## src/rtl/rsf_pkg.sv

```systemverilog
// Package for the rotating shadow framebuffer: geometry constants, beat types
// and the command record that the front end hands to the back end.
// Depends on nothing; every other file but rsf_ram imports it.
`timescale 1ns / 1ps
`default_nettype none

package rsf_pkg;

  // Landscape frame geometry and chunk height of the panel link.
  localparam int UI_WIDTH   = 640;
  localparam int UI_HEIGHT  = 172;
  localparam int CHUNK_ROWS = 64;

  // Field widths fixed by the beat formats.
  localparam int X_W  = 10;
  localparam int Y_W  = 8;
  localparam int PX_W = 16;

  // Store size and counter widths that follow from the geometry.
  localparam int DEPTH  = UI_WIDTH * UI_HEIGHT;
  localparam int ADDR_W = $clog2(DEPTH);
  localparam int ROW_W  = $clog2(UI_WIDTH);
  localparam int COL_W  = (UI_HEIGHT > 1) ? $clog2(UI_HEIGHT) : 1;
  localparam int CK_W   = (CHUNK_ROWS > 1) ? $clog2(CHUNK_ROWS) : 1;

  // Queue between front and back end, and the result queue.
  localparam int CQ_DEPTH = 4;
  localparam int CQ_AW    = $clog2(CQ_DEPTH);
  localparam int CQ_CW    = $clog2(CQ_DEPTH + 1);
  localparam int OQ_DEPTH = 4;
  localparam int OQ_AW    = $clog2(OQ_DEPTH);
  localparam int OQ_CW    = $clog2(OQ_DEPTH + 1);

  // Command codes of an input beat.
  localparam logic CMD_WRITE = 1'b0;
  localparam logic CMD_READ  = 1'b1;

  typedef struct packed {
    logic            command;
    logic [X_W-1:0]  ui_x;
    logic [Y_W-1:0]  ui_y;
    logic [PX_W-1:0] pixel;
  } in_item_t;

  typedef struct packed {
    logic [PX_W-1:0] out_pixel;
    logic [X_W-1:0]  native_row;
    logic [Y_W-1:0]  native_col;
    logic            chunk_last;
    logic            frame_last;
  } out_item_t;

  // One classified operation for the back end.
  typedef struct packed {
    logic              is_read;
    logic [ADDR_W-1:0] addr;
    logic [PX_W-1:0]   wdata;
    logic [X_W-1:0]    row;
    logic [Y_W-1:0]    col;
    logic              chunk_last;
    logic              frame_last;
  } cmd_t;

  // Status of the command queue as seen by its neighbors.
  typedef struct packed {
    logic full;
    logic empty;
  } cq_status_t;

endpackage

`default_nettype wire

```

## src/rtl/rsf_cmdq.sv

```systemverilog
// Short command queue between the front end and the back end.
// Uses rsf_pkg for the command record and the queue depth.
`timescale 1ns / 1ps
`default_nettype none

module rsf_cmdq import rsf_pkg::*; (
  input  wire logic clk,
  input  wire logic rst_n,
  input  wire logic push,
  input  wire cmd_t push_cmd,
  input  wire logic pop,
  output cq_status_t status,
  output cmd_t      head
);

  cmd_t             slot_r [CQ_DEPTH];
  logic [CQ_AW-1:0] wr_ptr_r, wr_ptr_nxt;
  logic [CQ_AW-1:0] rd_ptr_r, rd_ptr_nxt;
  logic [CQ_CW-1:0] cnt_r, cnt_nxt;
  logic             do_push;
  logic             do_pop;

  assign status.full  = (cnt_r == CQ_CW'(CQ_DEPTH));
  assign status.empty = (cnt_r == '0);
  assign do_push      = push && !status.full;
  assign do_pop       = pop && !status.empty;
  assign head         = slot_r[rd_ptr_r];

  // Pointer and fill-count update.
  always_comb begin
    wr_ptr_nxt = wr_ptr_r;
    rd_ptr_nxt = rd_ptr_r;
    cnt_nxt    = cnt_r;
    if (do_push) begin
      wr_ptr_nxt = (wr_ptr_r == CQ_AW'(CQ_DEPTH - 1)) ? '0 : wr_ptr_r + CQ_AW'(1);
    end
    if (do_pop) begin
      rd_ptr_nxt = (rd_ptr_r == CQ_AW'(CQ_DEPTH - 1)) ? '0 : rd_ptr_r + CQ_AW'(1);
    end
    if (do_push && !do_pop) begin
      cnt_nxt = cnt_r + CQ_CW'(1);
    end else if (do_pop && !do_push) begin
      cnt_nxt = cnt_r - CQ_CW'(1);
    end
  end

  always_ff @(posedge clk) begin
    if (!rst_n) begin
      wr_ptr_r <= '0;
      rd_ptr_r <= '0;
      cnt_r    <= '0;
    end else begin
      wr_ptr_r <= wr_ptr_nxt;
      rd_ptr_r <= rd_ptr_nxt;
      cnt_r    <= cnt_nxt;
    end
  end

  // Payload slots need no reset.
  always_ff @(posedge clk) begin
    if (do_push) begin
      slot_r[wr_ptr_r] <= push_cmd;
    end
  end

endmodule

`default_nettype wire

```

## config.mk

```make
export PLATFORM = sky130hd
export DESIGN_NAME = rsf_cmdq
export DESIGN_NICKNAME = d
export VERILOG_FILES = /design/src/rtl/rsf_pkg.sv /design/src/rtl/rsf_cmdq.sv
export SDC_FILE = /design/constraint.sdc
export NUM_CORES = 1
export LEC_CHECK = 0
export ABC_AREA = 1
export BUFFER_PORTS_ARGS = -buffer_cell sky130_fd_sc_hd__buf_4
export CORE_ASPECT_RATIO = 2
export CORE_MARGIN = 3
export CORE_UTILIZATION = 50
export CTS_BUF_LIST = sky130_fd_sc_hd__clkbuf_4
export DETAILED_ROUTE_END_ITERATION = 7
export PLACE_DENSITY = 0.71
export SLEW_MARGIN = 20
export SYNTH_ARGS = -nofsm -noshare
export SYNTH_HDL_FRONTEND = slang
export SYNTH_SLANG_ARGS = --single-unit
```

## constraint.sdc

```tcl
create_clock -name clk -period 3.9 [get_ports clk]
set_input_delay 0.78 -clock clk [delete_from_list [all_inputs] [get_ports clk]]
set_output_delay 0.78 -clock clk [all_outputs]
set_load 0.02 [all_outputs]
```

# [Word level (Yosys, flattened, before mapping)]
# Memories as Yosys holds them, arrays and structs flattened. A register that Yosys moved wholly into a read port is not among the register bits.
# Cells that the tools add are included.
[op_classes] add_sub_neg=4 mul=0 div_mod_pow=0 magnitude_cmp=0 eq_ne=3 n_shift=0 mux=8 n_bitwise=0 n_reduce_logical=10
[ops] operator="2-bit two-way mux" n=4
[ops] operator="3-bit two-way mux" n=2
[ops] operator="2-bit by 1-bit adder with 2-bit output, second input constant" n=2
[ops] operator="2-bit equality test, second input constant" n=2
[ops] operator="1-bit logical AND" n=4
[ops] operator="1-bit logical NOT" n=4
[ops] operator="3-bit by 1-bit adder with 3-bit output, second input constant" n=1
[ops] operator="3-bit equality test, second input constant" n=1
[ops] operator="3-bit logical NOT" n=1
[ops] operator="3-bit by 1-bit subtractor with 3-bit output, second input constant" n=1
[ops] operator="1-bit two-way mux" n=2
[ops] operator="2-bit nonzero test" n=1
[word_totals] reg_bits=7 latch_bits=0 ramBits=216 romBits=0 inputBits=58 out_inout_bits=56 wordCells=29 memories=1
[mem_list] memory="slot_r" words=4 width=54 rd=1 rd_clocked_by_memory_dff=1 write_ports=1 line_no="rsf_cmdq.sv:16" rtl="cmd_t slot_r [CQ_DEPTH];"

# [Longest topological paths before layout]
[depth] depth_word=7 depth_mapped=13 mapped_depth_nobuf=13

# [Worst setup path before layout]
# Ideal clock, no wire load.
[synth_timing] path_kind="input -> register" from="input port push" to="memory slot_r[0][0] in the netlist's numbering (enable)" setup_ns=0.466 t_arrival_ns=3.156 t_required_ns=3.434 slack_ns=0.278 cell_stages=2 path_cell_list="nand2_1 nor2_1"
[synth_via] elab_chain_cells=3
[synth_rtl] element="start: declaration" line_no="rsf_cmdq.sv:9" rtl="input wire logic push,"
[synth_rtl] element="1-bit logical AND" line_no="rsf_cmdq.sv:25" rtl="assign do_push = push && !status.full;"
[synth_rtl] element="1-bit two-way mux" line_no="rsf_cmdq.sv:61" rtl="if (do_push) begin"
[synth_rtl] element="1-bit two-way mux (implied by the code)" line_no="rsf_cmdq.sv:62" rtl="slot_r[wr_ptr_r] <= push_cmd;"
[synth_rtl] element="end: declaration" line_no="rsf_cmdq.sv:16"
# No other way between the ends.

==> impl_results.md <==
* Clock tree root buffer cell: sky130_fd_sc_hd__clkbuf_4
* Mapped Area at about 8500 um2
* Longest Clk Path Bufs at 3
* Number of pins with negative max-slew slack in the final report at 0
* Via count of the first global-routing pass at 5613
* Global placer's final weighted congestion at roughly 0.77
* Number of nets still failing antenna checks after routing at 0
* CTS tree: done
* Number of cells traversed by the worst register-to-register path at 5
* TritonCTS buffer count at 46
* Insertion delay to the later sink of the worst-skew pair at around 600 ps
* Cell count after synthesis at 594
* Ratio of total power to cell area at a little under 700 nW/um2
* Routed wire per std cell at 18.2 um
* Critical path type: reg -> out
* Gate family responsible for the most delay along the worst path: buffers and inverters
* Synthesized area per cell at between 10 and 15 um2
* Number of antenna violations at the first check in global routing at 1
* Outcome: complete, no violations
* Final Cycle Share at 0.807
* Worst endpoint data arrival time at 2370 ps
* Remaining global-route overflow at 0
* Critical path depth at 4
* Area of the placeable core at 16400 um2
* Total negative slack at 0 ps
* Area fraction of the dominant cell type after synthesis at 0.764
* Global-route usage over all layers at 0.187
* Delay contributed by the slowest stage of the critical path at 680 ps
* Filler cell count in the final layout at 1260
* Largest cells by area after synthesis: sky130_fd_sc_hd__edfxtp_1 76%, sky130_fd_sc_hd__o21ai_0 5.6%, sky130_fd_sc_hd__nor2_1 5.4%
* Fin. Hold Viols at 0
* Count of buffers from port buffering at ~110
* Sort of element at the end of the critical path: output port
* Fin Hold WS at 373 ps
* Lkg Pwr at 3.67 nW
* Fraction of power consumed by the clock network at 0.250
* Die Wd at 98.1 um
* Number of placed I/O pins at 114
* Class of the most critical hold timing path: in -> reg
* Minimum setup slack in the final design at 753 ps
* Number of iterations in the first detailed-routing pass at 5
* Tmin final at 3150 ps
* Cts-stage hold buffer count at 0
* Number of storage elements in the synthesis netlist at 225
* Wire length of the first global-routing pass at 27600 um
* Seq/Total Area, Yosys at 0.786
* Commonest register cell after synthesis: sky130_fd_sc_hd__edfxtp_1
* Starting Density at 0.516
* Worst slew margin relative to its limit at 0.361
* Remaining routing DRC violations at 0
* RSZ-0062 raised after global routing: no
* Async set or reset register ratio after synthesis at 0
* Required time worst endpoint at around 3100 ps
* Vert. Die Dim at around 190 um
* EDFF count, synth at 216
* Number of vias in the routed layout at 5297
* Worst setup timing slack at the placement stage at between 1000 and 1500 ps
* CTS H-Tree Depth at 2
* Number of violations of the max-capacitance limit at 0
* Fraction of layout cells with a size suffix above 1 at 0.266
* Total wirelength of the detailed-routed design at 17600 um
* Growth of design area from synthesis to finish at 19.4%
* Number of gates given a new drive strength after cts at 0
* Fin util at 0.617
* Routed via count divided by cell count at 5.47
* Buffers & Inverters on Critical Path at 2
* Crit-path slowest cell: sky130_fd_sc_hd__inv_2
* Fin cells at 969
* Final count of negative-setup-slack endpoints at 0
* Placed Cells incl. Taps at 886
* Launching element type of the critical path: flip-flop
* Hold Path Stages at 1
* Initial detailed-routing violation count at 330
* Sequential share of power at 0.434
* Net switching power at 2.37 mW
* Yosys warnings at 0
* Largest net degree at the start of global routing at 109
* Part of the power in combinational logic at 0.316
* Leading area contributor after synthesis: sky130_fd_sc_hd__edfxtp_1
* Sw Ratio at 0.337
* Crit-path cells: inv_2 > o21ai_0 > o22ai_1 > buf_4
* Post-CTS setup buffer count at 0
* Clk sink count at roughly 230
* Syn_nets at roughly 660
* Final-stage net count at slightly below 800
* Crit path max fanout at 54
* Placed wire-length estimate after detailed placement at 10100 um
* Die area at 18700 um2
* Peak supply drop at 363 uV
* Maximum clock rate at 318 MHz
* Skew final at between 20 and 30 ps
* Transition time at the pin with the least slew margin at 958 ps
* Count of distinct cell types in the synthesized netlist at 20
* Number of placement rows at 66
* Clock transition time at the flip-flop clock pins of the worst setup and hold paths at 80 ps
* Int Power at 4.66 mW
cell type report:
cell class	count	area (um2)	share of cell area
clock buffers	68	510	0.0504
well taps	204	255	0.0252
inverters	19	76.3	0.00753
repair buffers	122	941	0.0928
flip-flops and latches	225	6670	0.658
clock inverters	14	109	0.0107
multi-input cells	316	1570	0.155
diodes	1	2.50	0.000247
cell usage in the layout, fill, tap and decap left out, drive strengths merged:
master  synthesis  layout
buf            27     122
inv            19      19
bufinv          0       2
edfxtp        216     216
ha              6       6
nand3           2       2
a21oi           3       3
dfxtp           9       9
clkinv          0      12
nor2          123     123
fa              1       1
nand4           1       1
nand3b          1       1
diode           0       1
o22ai          54      54
nand2          15      15
clkbuf          7      68
o21ai         110     110
power groups by stage:
stage,Sequential (mW),Clock (mW),Combinational [mW]
6_report,3.05,1.75,2.22
3_5_place_dp,3.10,0,2.25
2_1_floorplan,3.07,0,1.40
4_1_cts,3.05,1.80,2.25
5_1_grt,3.07,1.92,2.42
3_3_place_gp,3.09,0,2.19
cell families after synthesis:
logic type                 count (synthesis)  share of synthesized area
adders and majority gates                  7                     0.0112
AOI/OAI and AO/OA                        167                      0.106
DFF                                      225                      0.786
buffers and inverters                     53                     0.0329
and+or+nand+nor                          142                     0.0638
synthesized netlist by cell type (2+ instances only):
library cell,instances
sky130_fd_sc_hd__o21ai_0,95
sky130_fd_sc_hd__nand2_1,15
sky130_fd_sc_hd__ha_1,6
sky130_fd_sc_hd__o21ai_1,15
sky130_fd_sc_hd__inv_1,17
sky130_fd_sc_hd__clkbuf_2,7
sky130_fd_sc_hd__edfxtp_1,216
sky130_fd_sc_hd__nor2_1,123
sky130_fd_sc_hd__a21oi_1,3
sky130_fd_sc_hd__o22ai_1,54
sky130_fd_sc_hd__buf_2,20
sky130_fd_sc_hd__buf_4,3
sky130_fd_sc_hd__dfxtp_1,9
sky130_fd_sc_hd__buf_6,4
sky130_fd_sc_hd__nand3_1,2
final timing paths:
check	startpoint	slack (ps)	to
worst min-delay path	push_cmd[7]	370	slot_r[1][7]
worst min register to register	cnt_r[0]	530	cnt_r[0]
worst max-delay path	flip-flop	750	head[11]
worst max register to register	cnt_r[0]	1690	slot_r[0][47]
flip-flops by register name (all words and copies together) (netlist names), named ones only:
register,cells
wr_ptr_r,2
cnt_r,3
slot_r,216
rd_ptr_r,2
metrics by stage:
stage	cell area (um2)	power (mW)
floorplan	8490	4.46
global route	10100	7.41
CTS	10100	7.11
finish	10100	7.03
global placement	9510	5.27
detailed placement	9510	5.35
routing by layer:
| metal | part of all wire | global-route usage | wire length [um] |
|---|---|---|---|
| met1 | 0.37 | 0.205 | 6590 |
| met2 | 0.54 | 0.341 | 9560 |
| met3 | 0.055 | 0.0395 | 962 |
| met4 | 0.029 | 0.0901 | 519 |
| met5 | 0 | 0 | 0 |
worst register-to-register path: stages, from the launching register on:
cell and delay, ps:
sky130_fd_sc_hd__dfxtp_1 400, sky130_fd_sc_hd__nor2_1 90, sky130_fd_sc_hd__nand2_1 180, sky130_fd_sc_hd__nand2_1 290
sky130_fd_sc_hd__nor2_4 580, sky130_fd_sc_hd__buf_12 350
Note: power is estimated with default switching activity, not from simulation.
