$ cat src/rtl/rsf_pkg.sv
// Package for the rotating shadow framebuffer: geometry constants, beat types
// and the command record that the front end hands to the back end.
// Depends on nothing; every other file but rsf_ram imports it.
`timescale 1ns / 1ps
`default_nettype none

package rsf_pkg;

  // Landscape frame geometry and chunk height of the panel link.
  localparam int UI_WIDTH   = 640;
  localparam int UI_HEIGHT  = 172;
  localparam int CHUNK_ROWS = 64;

  // Field widths fixed by the beat formats.
  localparam int X_W  = 10;
  localparam int Y_W  = 8;
  localparam int PX_W = 16;

  // Store size and counter widths that follow from the geometry.
  localparam int DEPTH  = UI_WIDTH * UI_HEIGHT;
  localparam int ADDR_W = $clog2(DEPTH);
  localparam int ROW_W  = $clog2(UI_WIDTH);
  localparam int COL_W  = (UI_HEIGHT > 1) ? $clog2(UI_HEIGHT) : 1;
  localparam int CK_W   = (CHUNK_ROWS > 1) ? $clog2(CHUNK_ROWS) : 1;

  // Queue between front and back end, and the result queue.
  localparam int CQ_DEPTH = 4;
  localparam int CQ_AW    = $clog2(CQ_DEPTH);
  localparam int CQ_CW    = $clog2(CQ_DEPTH + 1);
  localparam int OQ_DEPTH = 4;
  localparam int OQ_AW    = $clog2(OQ_DEPTH);
  localparam int OQ_CW    = $clog2(OQ_DEPTH + 1);

  // Command codes of an input beat.
  localparam logic CMD_WRITE = 1'b0;
  localparam logic CMD_READ  = 1'b1;

  typedef struct packed {
    logic            command;
    logic [X_W-1:0]  ui_x;
    logic [Y_W-1:0]  ui_y;
    logic [PX_W-1:0] pixel;
  } in_item_t;

  typedef struct packed {
    logic [PX_W-1:0] out_pixel;
    logic [X_W-1:0]  native_row;
    logic [Y_W-1:0]  native_col;
    logic            chunk_last;
    logic            frame_last;
  } out_item_t;

  // One classified operation for the back end.
  typedef struct packed {
    logic              is_read;
    logic [ADDR_W-1:0] addr;
    logic [PX_W-1:0]   wdata;
    logic [X_W-1:0]    row;
    logic [Y_W-1:0]    col;
    logic              chunk_last;
    logic              frame_last;
  } cmd_t;

  // Status of the command queue as seen by its neighbors.
  typedef struct packed {
    logic full;
    logic empty;
  } cq_status_t;

endpackage

`default_nettype wire

$ cat src/rtl/rsf_front.sv
// Front end: accepts input beats, drops out-of-range writes, maps writes to
// store addresses and tags reads from the raster counter. Uses rsf_pkg.
`timescale 1ns / 1ps
`default_nettype none

module rsf_front import rsf_pkg::*; (
  input  wire logic       clk,
  input  wire logic       rst_n,
  input  wire logic       in_push,
  input  wire in_item_t   in_data,
  input  wire cq_status_t cq_status,
  output logic            cq_push,
  output cmd_t            cq_cmd
);

  logic [ROW_W-1:0]  row_r, row_nxt;
  logic [COL_W-1:0]  col_r, col_nxt;
  logic [CK_W-1:0]   ck_r, ck_nxt;
  logic [ADDR_W-1:0] idx_r, idx_nxt;

  logic              accept;
  logic              is_read;
  logic              in_range;
  logic              row_end;
  logic              frame_end;
  logic              chunk_end;
  logic [ADDR_W-1:0] wrow;
  logic [ADDR_W-1:0] waddr;

  assign accept  = in_push && !cq_status.full;
  assign is_read = (in_data.command == CMD_READ);

  // Write mapping: landscape column x becomes native row UI_WIDTH-1-x.
  assign in_range = (32'(in_data.ui_x) < 32'(UI_WIDTH)) &&
                    (32'(in_data.ui_y) < 32'(UI_HEIGHT));
  assign wrow  = ADDR_W'(UI_WIDTH - 1) - ADDR_W'(in_data.ui_x);
  assign waddr = ADDR_W'(wrow * ADDR_W'(UI_HEIGHT)) + ADDR_W'(in_data.ui_y);

  // Raster position flags of the next read.
  assign row_end   = (col_r == COL_W'(UI_HEIGHT - 1));
  assign frame_end = (idx_r == ADDR_W'(DEPTH - 1));
  assign chunk_end = row_end && ((ck_r == CK_W'(CHUNK_ROWS - 1)) || frame_end);

  // Build the command; the store holds the byte-swapped pixel.
  always_comb begin
    cq_push           = accept && (is_read || in_range);
    cq_cmd.is_read    = is_read;
    cq_cmd.addr       = is_read ? idx_r : waddr;
    cq_cmd.wdata      = {in_data.pixel[7:0], in_data.pixel[15:8]};
    cq_cmd.row        = X_W'(row_r);
    cq_cmd.col        = Y_W'(col_r);
    cq_cmd.chunk_last = chunk_end;
    cq_cmd.frame_last = frame_end;
  end

  // Advance the raster counter on every accepted read.
  always_comb begin
    row_nxt = row_r;
    col_nxt = col_r;
    ck_nxt  = ck_r;
    idx_nxt = idx_r;
    if (accept && is_read) begin
      if (frame_end) begin
        row_nxt = '0;
        col_nxt = '0;
        ck_nxt  = '0;
        idx_nxt = '0;
      end else begin
        idx_nxt = idx_r + ADDR_W'(1);
        if (row_end) begin
          col_nxt = '0;
          row_nxt = row_r + ROW_W'(1);
          ck_nxt  = (ck_r == CK_W'(CHUNK_ROWS - 1)) ? '0 : ck_r + CK_W'(1);
        end else begin
          col_nxt = col_r + COL_W'(1);
        end
      end
    end
  end

  always_ff @(posedge clk) begin
    if (!rst_n) begin
      row_r <= '0;
      col_r <= '0;
      ck_r  <= '0;
      idx_r <= '0;
    end else begin
      row_r <= row_nxt;
      col_r <= col_nxt;
      ck_r  <= ck_nxt;
      idx_r <= idx_nxt;
    end
  end

endmodule

`default_nettype wire

$ cat config.mk
export PLATFORM = sky130hd
export DESIGN_NAME = rsf_front
export DESIGN_NICKNAME = d
export VERILOG_FILES = /design/src/rtl/rsf_pkg.sv /design/src/rtl/rsf_front.sv
export SDC_FILE = /design/constraint.sdc
export NUM_CORES = 1
export LEC_CHECK = 0
export BUFFER_PORTS_ARGS = -buffer_cell sky130_fd_sc_hd__buf_4
export CAP_MARGIN = 20
export CORE_ASPECT_RATIO = 2
export CORE_MARGIN = 2
export CORE_UTILIZATION = 59
export DETAILED_ROUTE_END_ITERATION = 6
export GPL_TIMING_DRIVEN = 0
export PLACE_DENSITY_LB_ADDON = 0.2
export SLEW_MARGIN = 20
export SYNTH_ARGS = -nofsm -noshare
export SYNTH_HDL_FRONTEND = slang
export SYNTH_SLANG_ARGS = --single-unit
$ cat constraint.sdc
create_clock -name clk -period 10.7 [get_ports clk]
set_input_delay 2.14 -clock clk [delete_from_list [all_inputs] [get_ports clk]]
set_output_delay 2.14 -clock clk [all_outputs]
set_load 0.05 [all_outputs]
## Word-level counts from Yosys, hierarchy flattened

Cells that the tools add are included.

| word-level totals | value |
|---|---|
| output and inout bits | 55 |
| logic and storage cells | 35 |
| bits in registers | 41 |
| bits of input ports | 40 |

| operators by class | value |
|---|---|
| add/sub/neg operators | 6 |
| eq/ne operators | 3 |
| $lt $le $gt $ge | 2 |
| muxes and demuxes | 9 |
| reductions and logical operators | 10 |
| multipliers | 1 |

Operators with widths:

| kind | number |
|---|---|
| 2-to-1 mux 17 bit | 2 |
| 2-to-1 mux 10 bit | 2 |
| 2-to-1 mux 6 bit | 3 |
| adder 17 x 1 -> 17 bit, second input constant | 1 |
| adder 17 x 8 -> 17 bit | 1 |
| equality test 17 bit, second input constant | 1 |
| multiplier 17 x 6 -> 15 bit, second input constant | 1 |
| 2-to-1 mux 8 bit | 2 |
| subtractor 10 x 10 -> 11 bit, first input constant | 1 |
| adder 10 x 1 -> 10 bit, second input constant | 1 |
| < comparator 10 bit, second input constant | 1 |
| adder 8 x 1 -> 8 bit, second input constant | 1 |
| equality test 8 bit, second input constant | 1 |
| < comparator 8 bit, second input constant | 1 |
| adder 6 x 1 -> 6 bit, second input constant | 1 |
| equality test 6 bit, second input constant | 1 |
| logical AND 1 bit | 5 |
| logical OR 1 bit | 2 |
| AND reduction 2 bit | 1 |
| nonzero test 2 bit | 1 |
| zero test 1 bit | 1 |

## Longest topological paths before layout

| depth | value |
|---|---|
| depth after elaboration | 4 |
| gate-level depth with buffers | 17 |
| gate-level depth less buffers | 16 |

## Worst setup path after synthesis

OpenSTA, ideal clock, no wires.

| timing | value |
|---|---|
| kind | input port to output port |
| start | input in_data[32] (netlist name) |
| end | output cq_cmd[52] (netlist name) |
| path buffers | 0 |
| path slack | 1.709 ns |
| required time | 8.560 ns |
| data arrival time | 6.851 ns |
| stages on the path | 14 |
| cell sequence | o21ai_0 > inv_1 > ha_1 > inv_1 > fa_1 > fa_1 > inv_1 > ha_1 > a21o_2 > a21o_2 > nor4b_1 > nand4_1 > o211ai_1 > nor3b_1 |

RTL lines:

| what | line | source |
|---|---|---|
| start: declaration | rsf_front.sv:10 | `input wire in_item_t in_data,` |
| end: declaration | rsf_front.sv:13 | `output cmd_t cq_cmd` |

==> impl_metrics.ini <==
[clock_tree]
cts_resized = 0
cts_tree = done
clkLatencyLatePin_ns = 0.29
cts_hold_buf = 0
cts_buffer_depth = 2
clock-sinks = 41
cts-root-buf = clkbuf_16
clkSlewWorstSetupHoldPaths_ns = 0.06
cts_buffers = 5
postCtsSetupBuffers = 0
h-tree-depth = 2

[pwr]
switchingPower_uw = 437.2
seqPwrFrac = 0.168
power.internal_uw = 479.4
total_leakage_power_nw = 2.320
p_per_area_nw_per_um2 = 189.1
power.share.clock = 0.174
swShare = 0.4770
pwr-share-comb = 0.658
peakVddDrop_mv = 0.2506

[sta]
setup_viol = 0
slew_headroom = 0.2685
period_minus_slack_ns = 9.358
finClkSkew_ns = 0.003790
period_share = 0.8746
fmax_mhz = 106.9
final_hold_viol_count = 0
rsz0062_at_grt = false
fin_setup_tns_ns = 0
maxSlewViolCount = 0
hold_ws_ns = 0.4989
worst_pin_slew_ns = 1.086

[final_layout]
diodes = 0
design_area_um2 = 4846
layout.cells.non_filler = 660
area.growth.synth_to_final_pct = 20.92
nets = 676
drive_above_1_share = 0.2238
final_cell_mix = 95 x buf_4, 62 x inv_1, 48 x ha_1
layout_commonest_cell = buf_4

[logic_synthesis]
synth-main-ff-cell = dfxtp_1
ys_types = 55
ys_seq_area_frac = 0.2048
async_flop_share = 0
syn_nets = 593
syn_inst = 488
ys_ff_latch = 41
yosys_warnings = 0
syn_area_per_cell_um2 = 8.212
netlist_area_um2 = 4008
yosys.area.top_type = dfxtp_1
yosys-top-cells-area = dfxtp_1 20%, ha_1 15%, fa_1 8.5%
synth-edff-count = 0
synthDominantCellAreaShare = 0.2048

[hold_path]
hp-class = flip-flop to flip-flop

[global_route]
overflow = 0
grt_pass1_vias = 3810
grt_antenna_before_repair = 0
grt_max_degree = 13
grt_pass1_wl_mm = 16.81
grt_usage = 0.2802

[critical_path]
crit_arrival_ns = 7.22
slowest_delay_ns = 0.84
crit_buf_inv = 5
endpoint_kind = primary output
required_ns = 8.56
startpoint_type = input pin
cpLargestDelayFamily = adder cells
crit_slowest_cell = o21ai_0
crit_chain = buf_4 -> o21ai_0 -> inv_1 -> ha_1 -> inv_1 -> fa_1 -> fa_1 -> inv_1 -> ha_1 -> a21o_2 -> a21oi_2 -> nor2b_1 -> or4_4 -> and2_4 -> or4_1 -> nand3_1 -> buf_4
path_class = input pin to primary output
path_max_fanout = 7
crit_top_cell = inv_1

[route]
firstDrtPassIters = 4
wl_met2_mm = 6.016
vias_per_cell = 5.452
routed_wl_mm = 9.737
dr_total_vias = 3598
route.antenna.remaining_nets = 0
drc = 0
wl_met3_um = 280
wl_met1_mm = 2.990
initialDrtViolationCount = 193
highest_layer = met4
wl_per_cell_um = 14.75

[job]
drv_cap = 0

[place]
io_buffer_count = 76
place.gp.congestion = 0.9075
hpwl_mm = 8.190
place_area_um2 = 4688
placed_cells = 652

[floorplan]
start_util = 0.6053
core_area_um2 = 6621
die_h_um = 120.6
die_area_um2 = 7508
rows = 42
io_pins = 95
die_x_um = 62.28

[status]
outcome = complete, no violations
[tightest hold or removal path, stage by stage (launching register included)]
cell,delay [ns]
dfxtp_1,0.33
nand2_1,0.06
a21boi_0,0.06
[flip-flops by register name, indices dropped and copies added, names as in the netlist]
| name | count |
|---|---|
| idx_r | 17 |
| row_r | 10 |
| col_r | 8 |
| ck_r | 6 |
[Yosys cell counts (3+ instances only)]
library cell,n
xor2_1,35
nor2_1,42
nand3_1,16
nor4_1,4
inv_1,62
clkbuf_1,5
a21oi_1,18
nand2_1,45
fa_1,17
a21boi_0,4
mux2_2,5
nand4_1,12
o21ai_0,17
o211ai_1,3
xnor2_1,23
a21o_1,5
dfxtp_1,41
nor3_1,9
nor2b_1,8
buf_4,19
and3_1,6
nor3b_1,3
ha_1,48
[final timing paths]
| path | from | to | slack, ns | cells after the start |
|---|---|---|---|---|
| min | ck_r[1]$_SDFFE_PN0P_ | ck_r[1]$_SDFFE_PN0P_ | 0.50 | 2 |
| max | in_data[31] | cq_cmd[51] | 1.34 | 17 |
| max reg2reg | idx_r[0]$_SDFFE_PN0P_ | idx_r[4]$_SDFFE_PN0P_ | 8.26 | 7 |
| min reg2reg | ck_r[1]$_SDFFE_PN0P_ | ck_r[1]$_SDFFE_PN0P_ | 0.50 | 2 |
[area by class of cell]
| cell class | count | area (um2) |
|---|---|---|
| inverter | 63 | 236.5 |
| timing repair buffer | 76 | 570.5 |
| buffer | 27 | 198.9 |
| fill | 585 | 1775 |
| sequential | 41 | 820.8 |
| tap | 88 | 110.1 |
| multi-input combinational | 357 | 2751 |
| clock inverter | 1 | 5.005 |
| clock buffer | 7 | 152.6 |
[logic make-up (layout without fill, tap and decap cells)]
group | count (synthesis) | after routing | synth area share
and+or+nand+nor | 165 | 165 | 0.2070
buffers and inverters | 90 | 174 | 0.1086
adders and majority gates | 65 | 65 | 0.2348
AOI/OAI and AO/OA | 63 | 63 | 0.09991
xor gates and xnor gates | 59 | 59 | 0.1308
DFF | 41 | 41 | 0.2048
muxes | 5 | 5 | 0.01405
[per-stage QoR]
step / setup slack [ns] / util / total power, mW
6_report: 1.342 / 0.7319 / 0.9166
5_1_grt: 1.083 / 0.7319 / 0.9719
3_3_place_gp: 1.350 / 0.7081 / 0.7389
2_1_floorplan: 1.709 / - / 0.6208
3_5_place_dp: 1.325 / 0.7081 / 0.7591
4_1_cts: 1.316 / 0.7319 / 0.9176
[layer usage]
| metal | track usage | up-vias |
|---|---|---|
| li1 | - | 1768 |
| met1 | 0.2393 | 1722 |
| met2 | 0.5938 | 79 |
| met3 | 0.02884 | 29 |
| met4 | 0.1625 | 0 |
| met5 | 0 | - |
[power groups by stage]
stage / Combinational (mW) / Sequential (mW) / Clock [mW]
after global placement: 0.582 / 0.157 / 0
after CTS: 0.604 / 0.154 / 0.160
after global routing: 0.652 / 0.154 / 0.166
after detailed placement: 0.602 / 0.157 / 0
after floorplan: 0.463 / 0.158 / 0
final: 0.604 / 0.154 / 0.159
Note: power is estimated with default switching activity, not from simulation.
